`src/rtl/core/hsvrgb_pkg.sv`:
```
// Package with the widths and fixed-point constants of the HSV to RGB pixel converter.
package hsvrgb_pkg;

	localparam int HUE_W   = 15;
	localparam int PCT_W   = 7;
	localparam int BYTE_W  = 8;
	localparam int SEC_W   = 3;
	localparam int OFS_W   = 12;
	localparam int K_W     = 19;
	localparam int N_W     = 26;
	localparam int X_W     = 31;
	localparam int Y_W     = 19;
	localparam int RECIP_W = 20;
	localparam int PROD_W  = Y_W + RECIP_W;
	localparam int RECIP_SH = 30;
	localparam int X_SH    = 12;

	localparam int S_TDATA_W = 40;
	localparam int M_TDATA_W = 32;

	// Hue is degrees times 64; one sector is 60 degrees.
	localparam logic [HUE_W-1:0] HUE_FULL   = HUE_W'(23040);
	localparam logic [HUE_W-1:0] HUE_SECTOR = HUE_W'(3840);
	localparam logic [PCT_W-1:0] PCT_FULL   = PCT_W'(100);
	localparam logic [K_W-1:0]   K_FULL     = K_W'(384000);

	// Channel byte = floor((51*N + 3840000) / 7680000), and 7680000 = 2^12 * 1875.
	localparam logic [X_W-1:0]     ROUND_BIAS = X_W'(3840000);
	localparam logic [5:0]         SCALE_MUL  = 6'd51;
	// ceil(2^30 / 1875): exact quotient for every 19-bit dividend.
	localparam logic [RECIP_W-1:0] RECIP_1875 = RECIP_W'(572663);

	localparam logic [BYTE_W-1:0] BYTE_MAX = 8'hFF;

	localparam logic [SEC_W-1:0] SEC_0 = 3'd0;
	localparam logic [SEC_W-1:0] SEC_1 = 3'd1;
	localparam logic [SEC_W-1:0] SEC_2 = 3'd2;
	localparam logic [SEC_W-1:0] SEC_3 = 3'd3;
	localparam logic [SEC_W-1:0] SEC_4 = 3'd4;
	localparam logic [SEC_W-1:0] SEC_5 = 3'd5;

endpackage

```
`src/rtl/core/hsv_to_rgb_pixel_convert.sv`:
```
// Top level of the five-stage HSV-plus-alpha to 8-bit RGBA pixel converter.
// An accepted input transaction passes the stage registers s1 to s5 before m_tvalid.
// Throughput: one pixel per clock; each stage holds one pixel, and the per-stage
// ready chain lets a stalled output fill upstream bubbles before s_tready drops.
// Of the five registered arithmetic stages, the deepest is the reciprocal
// multiply that replaces the division by 1875.
// Reset (arst_n low, asynchronous) empties every stage; payload is not reset.
module hsv_to_rgb_pixel_convert (
	input  logic                              clk,
	input  logic                              arst_n,
	input  logic                              s_tvalid,
	output logic                              s_tready,
	// s_tdata: hue[14:0], saturation[21:15], brightness[28:22], alpha_in[36:29], zero[39:37]
	input  logic [hsvrgb_pkg::S_TDATA_W-1:0]  s_tdata,
	output logic                              m_tvalid,
	input  logic                              m_tready,
	// m_tdata: red[7:0], green[15:8], blue[23:16], alpha_out[31:24]
	output logic [hsvrgb_pkg::M_TDATA_W-1:0]  m_tdata
);
	import hsvrgb_pkg::*;

	// Per-stage ready: a stage may load when it is empty or its content moves on.
	logic rdy1, rdy2, rdy3, rdy4, rdy5;
	logic valid_s1, valid_s2, valid_s3, valid_s4, valid_s5;

	assign rdy5     = !valid_s5 || m_tready;
	assign rdy4     = !valid_s4 || rdy5;
	assign rdy3     = !valid_s3 || rdy4;
	assign rdy2     = !valid_s2 || rdy3;
	assign rdy1     = !valid_s1 || rdy2;
	assign s_tready = rdy1;

	always_ff @(posedge clk or negedge arst_n) begin
		if (!arst_n) begin
			valid_s1 <= 1'b0;
			valid_s2 <= 1'b0;
			valid_s3 <= 1'b0;
			valid_s4 <= 1'b0;
			valid_s5 <= 1'b0;
		end else begin
			if (rdy1) valid_s1 <= s_tvalid;
			if (rdy2) valid_s2 <= valid_s1;
			if (rdy3) valid_s3 <= valid_s2;
			if (rdy4) valid_s4 <= valid_s3;
			if (rdy5) valid_s5 <= valid_s4;
		end
	end

	// Stage 1: unpack, clamp the inputs to their legal range and split the hue
	// into its 60-degree sector and the offset within that sector.
	logic [HUE_W-1:0]  hue_in, hue_c;
	logic [PCT_W-1:0]  sat_in, bri_in, sat_c, bri_c;
	logic [BYTE_W-1:0] alpha_in;
	logic [SEC_W-1:0]  sec_c;
	logic [HUE_W-1:0]  ofs_c;

	assign hue_in   = s_tdata[14:0];
	assign sat_in   = s_tdata[21:15];
	assign bri_in   = s_tdata[28:22];
	assign alpha_in = s_tdata[36:29];

	// A hue at or beyond a full turn is taken as zero.
	assign hue_c = (hue_in >= HUE_FULL) ? '0 : hue_in;
	assign sat_c = (sat_in > PCT_FULL) ? PCT_FULL : sat_in;
	assign bri_c = (bri_in > PCT_FULL) ? PCT_FULL : bri_in;

	always_comb begin
		if (hue_c >= HUE_W'(5 * 3840)) begin
			sec_c = SEC_5;
			ofs_c = hue_c - HUE_W'(5 * 3840);
		end else if (hue_c >= HUE_W'(4 * 3840)) begin
			sec_c = SEC_4;
			ofs_c = hue_c - HUE_W'(4 * 3840);
		end else if (hue_c >= HUE_W'(3 * 3840)) begin
			sec_c = SEC_3;
			ofs_c = hue_c - HUE_W'(3 * 3840);
		end else if (hue_c >= HUE_W'(2 * 3840)) begin
			sec_c = SEC_2;
			ofs_c = hue_c - HUE_W'(2 * 3840);
		end else if (hue_c >= HUE_SECTOR) begin
			sec_c = SEC_1;
			ofs_c = hue_c - HUE_SECTOR;
		end else begin
			sec_c = SEC_0;
			ofs_c = hue_c;
		end
	end

	logic [SEC_W-1:0]  sec_s1;
	logic [OFS_W-1:0]  ofs_s1;
	logic [PCT_W-1:0]  sat_s1, bri_s1;
	logic [BYTE_W-1:0] alpha_s1;

	always_ff @(posedge clk) begin
		if (rdy1 && s_tvalid) begin
			sec_s1   <= sec_c;
			ofs_s1   <= ofs_c[OFS_W-1:0];
			sat_s1   <= sat_c;
			bri_s1   <= bri_c;
			alpha_s1 <= alpha_in;
		end
	end

	// Stage 2: the scaled channel factors k for p, q and t (the value channel
	// uses the full-scale constant). Zero saturation makes all of them full scale,
	// which yields the grey case without a branch of its own.
	logic [K_W-1:0] kp_c, kq_c, kt_c;
	logic [OFS_W-1:0] rem_c;

	assign rem_c = OFS_W'(HUE_SECTOR) - ofs_s1;
	assign kp_c  = K_W'(PCT_FULL - sat_s1) * K_W'(HUE_SECTOR);
	assign kq_c  = K_FULL - K_W'(sat_s1) * K_W'(ofs_s1);
	assign kt_c  = K_FULL - K_W'(sat_s1) * K_W'(rem_c);

	logic [SEC_W-1:0]  sec_s2;
	logic [PCT_W-1:0]  bri_s2;
	logic [BYTE_W-1:0] alpha_s2;
	logic [K_W-1:0]    kp_s2, kq_s2, kt_s2;

	always_ff @(posedge clk) begin
		if (rdy2 && valid_s1) begin
			sec_s2   <= sec_s1;
			bri_s2   <= bri_s1;
			alpha_s2 <= alpha_s1;
			kp_s2    <= kp_c;
			kq_s2    <= kq_c;
			kt_s2    <= kt_c;
		end
	end

	// Stage 3: channel numerators N = brightness * k.
	logic [SEC_W-1:0]  sec_s3;
	logic [BYTE_W-1:0] alpha_s3;
	logic [N_W-1:0]    nv_s3, np_s3, nq_s3, nt_s3;

	always_ff @(posedge clk) begin
		if (rdy3 && valid_s2) begin
			sec_s3   <= sec_s2;
			alpha_s3 <= alpha_s2;
			nv_s3    <= N_W'(bri_s2) * N_W'(K_FULL);
			np_s3    <= N_W'(bri_s2) * N_W'(kp_s2);
			nq_s3    <= N_W'(bri_s2) * N_W'(kq_s2);
			nt_s3    <= N_W'(bri_s2) * N_W'(kt_s2);
		end
	end

	// Stage 4: scale to 255 with the rounding bias, then drop the power-of-two
	// part of the divisor.
	function automatic logic [Y_W-1:0] scale_bias(input logic [N_W-1:0] n);
		logic [X_W-1:0] x;
		x = X_W'(n) * X_W'(SCALE_MUL) + ROUND_BIAS;
		return x[X_W-1:X_SH];
	endfunction

	logic [SEC_W-1:0]  sec_s4;
	logic [BYTE_W-1:0] alpha_s4;
	logic [Y_W-1:0]    yv_s4, yp_s4, yq_s4, yt_s4;

	always_ff @(posedge clk) begin
		if (rdy4 && valid_s3) begin
			sec_s4   <= sec_s3;
			alpha_s4 <= alpha_s3;
			yv_s4    <= scale_bias(nv_s3);
			yp_s4    <= scale_bias(np_s3);
			yq_s4    <= scale_bias(nq_s3);
			yt_s4    <= scale_bias(nt_s3);
		end
	end

	// Stage 5: divide by 1875 through the reciprocal, saturate to a byte and
	// order the channels by sector.
	function automatic logic [PROD_W-RECIP_SH-1:0] div_1875(input logic [Y_W-1:0] y);
		logic [PROD_W-1:0] prod;
		prod = PROD_W'(y) * PROD_W'(RECIP_1875);
		return prod[PROD_W-1:RECIP_SH];
	endfunction

	logic [PROD_W-RECIP_SH-1:0] qv_raw, qp_raw, qq_raw, qt_raw;
	logic [BYTE_W-1:0] cv, cp, cq, ct;
	logic [BYTE_W-1:0] red_c, green_c, blue_c;

	assign qv_raw = div_1875(yv_s4);
	assign qp_raw = div_1875(yp_s4);
	assign qq_raw = div_1875(yq_s4);
	assign qt_raw = div_1875(yt_s4);

	assign cv = qv_raw[PROD_W-RECIP_SH-1] ? BYTE_MAX : qv_raw[BYTE_W-1:0];
	assign cp = qp_raw[PROD_W-RECIP_SH-1] ? BYTE_MAX : qp_raw[BYTE_W-1:0];
	assign cq = qq_raw[PROD_W-RECIP_SH-1] ? BYTE_MAX : qq_raw[BYTE_W-1:0];
	assign ct = qt_raw[PROD_W-RECIP_SH-1] ? BYTE_MAX : qt_raw[BYTE_W-1:0];

	always_comb begin
		unique case (sec_s4)
			SEC_0: begin red_c = cv; green_c = ct; blue_c = cp; end
			SEC_1: begin red_c = cq; green_c = cv; blue_c = cp; end
			SEC_2: begin red_c = cp; green_c = cv; blue_c = ct; end
			SEC_3: begin red_c = cp; green_c = cq; blue_c = cv; end
			SEC_4: begin red_c = ct; green_c = cp; blue_c = cv; end
			default: begin red_c = cv; green_c = cp; blue_c = cq; end
		endcase
	end

	logic [M_TDATA_W-1:0] out_s5;

	always_ff @(posedge clk) begin
		if (rdy5 && valid_s4) begin
			out_s5 <= {alpha_s4, blue_c, green_c, red_c};
		end
	end

	assign m_tvalid = valid_s5;
	assign m_tdata  = out_s5;

	// The reciprocal division never exceeds a byte for a legal pixel.
	a_quot_range: assert property (@(posedge clk) disable iff (!arst_n)
		valid_s4 |-> (qv_raw <= 9'd255 && qp_raw <= 9'd255 &&
			qq_raw <= 9'd255 && qt_raw <= 9'd255))
		else $error("channel quotient above 255");

	// The p, q and t factors stay within full scale, so the subtraction did not wrap.
	a_k_range: assert property (@(posedge clk) disable iff (!arst_n)
		valid_s2 |-> (kq_s2 <= K_FULL && kt_s2 <= K_FULL && kp_s2 <= K_FULL))
		else $error("channel factor above full scale");

	// With every stage occupied and the output stalled, no new pixel is taken.
	a_full_stall: assert property (@(posedge clk) disable iff (!arst_n)
		(valid_s1 && valid_s2 && valid_s3 && valid_s4 && valid_s5 && !m_tready)
			|-> !s_tready)
		else $error("input accepted into a full stalled pipeline");

	// A pixel in the last stage that is not taken stays there for the next cycle, and so does the one in stage 4.
	a_hold_out: assert property (@(posedge clk) disable iff (!arst_n)
		(valid_s4 && valid_s5 && !m_tready) |=> (valid_s5 && valid_s4))
		else $error("stalled pixels dropped from the last stages");

endmodule
```
`config.mk`:
```
export PLATFORM = sky130hd
export DESIGN_NAME = hsv_to_rgb_pixel_convert
export DESIGN_NICKNAME = d
export VERILOG_FILES = /design/src/rtl/core/hsvrgb_pkg.sv /design/src/rtl/core/hsv_to_rgb_pixel_convert.sv
export SDC_FILE = /design/constraint.sdc
export NUM_CORES = 2
export LEC_CHECK = 0
export BUFFER_PORTS_ARGS = -buffer_cell sky130_fd_sc_hd__buf_4
export CORE_MARGIN = 2
export CORE_UTILIZATION = 30
export DETAILED_ROUTE_END_ITERATION = 10
export PLACE_DENSITY = 0.5
export SYNTH_ARGS = -nofsm -noshare
export SYNTH_HDL_FRONTEND = slang
export SYNTH_SLANG_ARGS = --single-unit
export TNS_END_PERCENT = 100
```
`constraint.sdc`:
```
create_clock -name clk -period 11.9 [get_ports clk]
set_input_delay 0 -clock clk [delete_from_list [all_inputs] [get_ports clk]]
set_output_delay 0 -clock clk [all_outputs]
set_load 0.01 [all_outputs]
```
==> After elaboration in Yosys (flattened, before gate mapping) <==
Index checks and enable logic that the tools add are counted.
W data, S select, Z words.
{ "word_totals": {"register_bits": 333, "latchBits": 0, "ram_bits": 0, "rom_bits": 0, "output_inout_bits": 34, "mem_count": 0} }
{ "op_classes": {"addsub": 13, "n_mul": 15, "n_div": 0, "magnitude_cmp": 8, "n_eq_ne": 4, "shift": 0, "n_mux": 17, "bitwise_logic": 0, "reduce_logical": 21} }
{ "ops": {"columns": ["cell", "count"], "rows": [
  ["$mul A19 B20 Y39 const B", 4],
  ["$add A31 B22 Y31 const B", 4],
  ["$mul A26 B6 Y31 const B", 3],
  ["$pmux W8 S3", 3],
  ["$mux W12", 5],
  ["$sub A12 B12 Y12 const B", 5],
  ["$mul A7 B19 Y26", 2],
  ["$mul A7 B12 Y19", 2],
  ["$sub A19 B19 Y19 const A", 2],
  ["$mux W8", 4],
  ["$ge A15 B14 Y1 const B", 2],
  ["$ge A15 B15 Y1 const B", 2],
  ["$mul A16 B6 Y21 const B", 1],
  ["$mul A19 B4 Y11 const B", 1],
  ["$mul A7 B11 Y18", 1],
  ["$mul A7 B9 Y16 const B", 1],
  ["$ge A15 B12 Y1 const B", 1],
  ["$ge A15 B13 Y1 const B", 1],
  ["$mux W15", 1],
  ["$gt A7 B7 Y1 const B", 2],
  ["$sub A12 B12 Y12 const A", 1],
  ["$reduce_or A2 Y1", 5],
  ["$sub A7 B7 Y8 const A", 1],
  ["$eq A3 B2 Y1 const B", 2],
  ["other kinds (8)", 22]
]} }

==> Depth between registers and ports, before layout <==
{ "depth": {"word_depth": 8, "depth_mapped": 25, "mapped_depth_nobuf": 24} }

==> Least setup slack after synthesis <==
No wires, ideal clock.
{ "synth_timing": {"kind": "register -> register", "start": "register yq_s4[8]", "end": "register out_s5[13], in the netlist m_tdata[13] (data pin)", "arrival_time_ns": 6.121, "path_slack_ns": 5.508, "stages_incl_launch_ff": 24, "period_less_slack_ns": 6.392, "cell_sequence": "edfxtp_1 -> fa_1 -> fa_1 -> inv_1 -> fa_1 -> inv_1 -> fa_1 -> fa_1 -> inv_1 -> fa_1 -> inv_1 -> ha_1 -> a211oi_1 -> nor2_1 -> a2111oi_2 -> nand3_1 -> o21ai_2 -> o21ai_2 -> mux2i_1 -> a211o_1 -> buf_6 -> or3_1 -> o211ai_1 -> o221ai_2"} }
{ "synth_via": {"elab_chain_len": 3} }
{ "synth_lines": {"columns": ["element", "line", "text"], "rows": [
  ["from (decl)", "hsv_to_rgb_pixel_convert.sv:157", "logic [Y_W-1:0] yv_s4, yp_s4, yq_s4, yt_s4;"],
  ["from (signal assigned)", "hsv_to_rgb_pixel_convert.sv:165", "yq_s4 <= scale_bias(nq_s3);"],
  ["$mul A19 B20 Y39", "hsv_to_rgb_pixel_convert.sv:174", "prod = PROD_W'(y) * PROD_W'(RECIP_1875);"],
  ["$mux W8", "hsv_to_rgb_pixel_convert.sv:189", "assign cq = qq_raw[PROD_W-RECIP_SH-1] ? BYTE_MAX : qq_raw[BYTE_W-1:0];"],
  ["$pmux W8 S3", "hsv_to_rgb_pixel_convert.sv:193", "unique case (sec_s4)"],
  ["named net green_c[5]", "hsv_to_rgb_pixel_convert.sv:180", "logic [BYTE_W-1:0] red_c, green_c, blue_c;"],
  ["to (signal assigned)", "hsv_to_rgb_pixel_convert.sv:207", "out_s5 <= {alpha_s4, blue_c, green_c, red_c};"],
  ["to (decl)", "hsv_to_rgb_pixel_convert.sv:203", "logic [M_TDATA_W-1:0] out_s5;"]
]} }
The timed path passes the listed nets, and every way through them passes these cells.
A chain may end at the register's enable or synchronous reset.

==> Worst setup path after layout <==
{ "layout_timing": {"start": "register yt_s4[1]", "end": "register out_s5[15], in the netlist m_tdata[15] (data pin)"} }
{ "layout_via": {"elab_chain_len": 3} }
{ "layout_lines": {"columns": ["element", "line", "text"], "rows": [
  ["from (decl)", "hsv_to_rgb_pixel_convert.sv:157", null],
  ["from (signal assigned)", "hsv_to_rgb_pixel_convert.sv:166", "yt_s4 <= scale_bias(nt_s3);"],
  ["$mul A19 B20 Y39", "hsv_to_rgb_pixel_convert.sv:174", null],
  ["$mux W8", "hsv_to_rgb_pixel_convert.sv:190", "assign ct = qt_raw[PROD_W-RECIP_SH-1] ? BYTE_MAX : qt_raw[BYTE_W-1:0];"],
  ["$pmux W8 S3", "hsv_to_rgb_pixel_convert.sv:193", null],
  ["named net green_c[7]", "hsv_to_rgb_pixel_convert.sv:180", null]
]} }
The timed path passes the listed nets, and every way through them passes these cells.

==> results.json <==
{
  "fin_ws_ns": 3.819,
  "crit_fanout": 9,
  "grt_pass1_vias": 45930,
  "worst_pin_slew_ns": 1.079,
  "grtUsageMet2_pct": 22.32,
  "reg2reg_slack_ns": 3.82,
  "skew_ns": 0.02991,
  "reg2reg_from": "yt_s4[1]$_DFFE_PP_",
  "synth_edf_count": 318,
  "cpLargestDelayFamily": "adder cells",
  "cts_inserted_buffers": 44,
  "synth_top_family_by_area": "adder cells",
  "firstDrtPassIters": 5,
  "ys_seq_elements": 323,
  "cp_slowest_stage_delay_ns": 0.77,
  "end_kind": "flip-flop",
  "drive_above_1_share_pct": 3.616,
  "min-delay-start": "s_tdata[14]",
  "grtUsageTotal_pct": 13.26,
  "crit_slowest_cell": "a2111oi_0",
  "post-route-min-period_ns": 8.081,
  "hold_viol": 0,
  "yosysUniqueCellTypes": 97,
  "syn-num-nets": 8788,
  "seq_area_frac_synth_pct": 14.82,
  "r2r_end": "m_tdata[15]$_DFFE_PP_",
  "worstHoldPathCells": 4,
  "clk_pin_slew_worst_paths_ns": 0.06,
  "synthAdderAreaFrac_pct": 55.59,
  "dp_hpwl_um": 123100,
  "tns_ns": 0,
  "syn_area_mm2": 0.06530,
  "setup.worst_path.start": "yt_s4[1]$_DFFE_PP_",
  "clock.fmax_ghz": 0.1238,
  "rows": 171,
  "root_buffer": "clkbuf_16",
  "clockBufferDepth": 3,
  "cap_violations": 0,
  "grt_pass1_wl_um": 240000,
  "routedWlPerCell_um": 15.08,
  "async_flop_share_pct": 1.548,
  "area_growth_pct": 9.025,
  "die_x_um": 470.6,
  "path_class": "flip-flop to flip-flop",
  "start_util_pct": 30.13,
  "synth-compound-area-share_pct": 7.158,
  "postCtsHoldBufs": 44,
  "synthMuxAreaShare_pct": 0.1284,
  "dr_total_vias": 42150,
  "grt_max_degree": 67,
  "period_share_pct": 67.90,
  "die_area_mm2": 0.2214,
  "drt_iter0_drc": 1774,
  "postRouteAntennaNets": 0,
  "syn_inst": 6476,
  "die-height_um": 470.6,
  "ctsResizeCount": 0,
  "cts_setup_buffers": 0,
  "use_met1_pct": 18.55,
  "slew-limit-headroom_pct": 28.10,
  "crit_required_ns": 12.23,
  "clock_latency_ns": 0.63,
  "io_buffer_count": 74,
  "whs_endpoint": "ofs_s1[9]$_DFFE_PP_",
  "synthSimpleGateAreaFrac_pct": 8.551,
  "rsz0062_at_grt": "no",
  "cts_tree": "yes",
  "avgSynthCellArea_um2": 10.08,
  "critPathLaunchType": "flip-flop",
  "core-area_mm2": 0.2167,
  "place.gp.congestion": 0.8719,
  "totalWireLength_um": 142800,
  "r2r_cells": 22,
  "cp_cell_sequence": "fa_1, inv_1, fa_1, fa_1, inv_1, fa_1, inv_1, fa_1, inv_1, fa_1, ha_1, a2111oi_0, o21ai_0, a21oi_1, o32ai_2, a2bb2oi_2, o2bb2ai_1, a31o_2, a211oi_1, a21oi_1, a32oi_1, o21ai_0",
  "top_usage_layer": "met2",
  "met3_usage_pct": 1.032,
  "drcViolationCount": 0,
  "avgViaCountPerCell": 4.451,
  "outcome": "complete, no violations",
  "ys.warnings.count": 0,
  "cts.sinks": 323,
  "grt_antenna_before_repair": 4,
  "h-tree-depth": 2,
  "setup_violations": 0,
  "synth_ff_type": "edfxtp_1",
  "synth_xor_area_share_pct": 3.351,
  "boundaryPins": 78,
  "fin_nets": 8887,
  "cp.buffers_inverters": 4,
  "maxSlewViolCount": 0,
  "dp_slack_ns": 3.514,
  "cp_common_cell": "fa_1",
  "worstHoldPathType": "input port to flip-flop",
  "grt-ovfl-total": 0,
  "arrival_ns": 8.41
}
flip-flops by register name (all words and copies together) (netlist names), 7 cells and up:
name / flops
bri_s2: 7
np_s3: 18
nq_s3: 26
ofs_s1: 12
nt_s3: 25
sat_s1: 7
alpha_s4: 8
kt_s2: 18
yt_s4: 19
kp_s2: 11
bri_s1: 7
alpha_s3: 8
yq_s4: 19
yv_s4: 19
kq_s2: 19
alpha_s2: 8
m_tdata: 32
nv_s3: 16
alpha_s1: 8
yp_s4: 19
how the worst max path moves through the flow:
stage               depth (start not counted)  slack [ns]                     to
floorplan                                  23        5.51  m_tdata[13]$_DFFE_PP_
global placement                           22        3.57  m_tdata[15]$_DFFE_PP_
detailed placement                         22        3.51  m_tdata[15]$_DFFE_PP_
CTS                                        22        3.48  m_tdata[15]$_DFFE_PP_
global route                               22        3.11  m_tdata[15]$_DFFE_PP_
finish                                     22        3.82  m_tdata[15]$_DFFE_PP_
synth_stat cells (all sizes together) (6+ instances only):
| master | instances | area [µm²] |
|---|---|---|
| o21a | 52 | 391.6 |
| nor3 | 69 | 350.3 |
| or3 | 18 | 112.6 |
| nor2b | 41 | 256.5 |
| ha | 1213 | 15180 |
| a21oi | 189 | 945.9 |
| a2111oi | 10 | 95.09 |
| o21bai | 27 | 202.7 |
| a41o | 6 | 60.06 |
| o211ai | 24 | 180.2 |
| a21o | 72 | 540.5 |
| o21ai | 142 | 721.9 |
| a21boi | 12 | 90.09 |
| and2 | 250 | 1565 |
| xnor2 | 167 | 1463 |
| xor2 | 82 | 725.7 |
| or2 | 29 | 181.4 |
| nand2b | 31 | 193.9 |
| edfxtp | 318 | 9549 |
| nor2 | 190 | 713.2 |
| nand3 | 50 | 250.2 |
| inv | 1706 | 6404 |
| nor4 | 7 | 56.30 |
| nand4 | 23 | 143.9 |
| nand2 | 385 | 1445 |
| and3 | 9 | 56.30 |
| clkbuf | 79 | 346.6 |
| a211o | 7 | 61.31 |
| nand3b | 8 | 63.81 |
| o2111ai | 8 | 70.07 |
| a31o | 12 | 105.1 |
| o221ai | 11 | 102.6 |
| o31ai | 8 | 73.82 |
| a211oi | 30 | 225.2 |
| o211a | 6 | 60.06 |
| a31oi | 24 | 156.4 |
| a221oi | 8 | 70.07 |
| fa | 1055 | 21120 |
| o22ai | 9 | 56.30 |
worst min-delay path: cells and delay by family:
family / cells / cell delay [ns]
and+or+nand+nor: 2 / 0.33
buffers and inverters: 1 / 0.12
AOI/OAI and AO/OA: 1 / 0.13
cell type report:
| type | count | area [µm²] |
|---|---|---|
| Sequential cell | 323 | 9674 |
| Timing Repair Buffer | 137 | 1139 |
| Inverter | 1707 | 6407 |
| Clock inverter | 32 | 374.1 |
| Antenna cell | 5 | 12.51 |
| Tap cell | 2854 | 3571 |
| Multi-Input combinational cell | 4362 | 48840 |
| Fill cell | 22070 | 145500 |
| Clock buffer | 49 | 1171 |
metrics by stage:
stage	cell area (µm²)	hold WS (ns)	std cells	utilization, %
after detailed placement	69200	-0.1629	9339	31.93
after global placement	69200	-0.1649	9339	31.93
after global routing	71180	0.05984	9465	32.84
after CTS	71180	0.03914	9464	32.84
final	71190	0.08378	9469	32.85
after floorplan	65300	-0.2956	6476	-
logic make-up (layout without fill, tap and decap cells):
kind of cell | count (synthesis) | count (layout)
buffers and inverters | 1791 | 1925
adder cells (fa/ha/maj) | 2268 | 2268
flip-flops | 323 | 323
XOR/XNOR | 249 | 249
AND/OR/NAND/NOR | 1133 | 1133
other | 0 | 5
AO/OA/AOI/OAI | 704 | 704
multiplexers | 8 | 8
per-layer routing:
| layer | part of all wire [%] | wire length, µm | up-vias |
|---|---|---|---|
| li1 | - | - | 20740 |
| met4 | 2.0 | 2836 | 0 |
| met2 | 46 | 65950 | 455 |
| met5 | 0 | 0 | - |
| met1 | 49 | 70280 | 20830 |
| met3 | 2.6 | 3717 | 127 |
cells in the final DEF, fill, tap and decap left out, types with 81 or more instances in the layout:
| cell | n |
|---|---|
| a21oi_1 | 189 |
| and2_1 | 243 |
| buf_4 | 93 |
| edfxtp_1 | 318 |
| fa_1 | 1055 |
| ha_1 | 1213 |
| inv_1 | 1705 |
| nand2_1 | 385 |
| nor2_1 | 190 |
| o21ai_0 | 129 |
| xnor2_1 | 167 |
| xor2_1 | 81 |
Power is not shown: default switching activity piles up to over one toggle a cycle in this logic, so the estimate is an artifact.
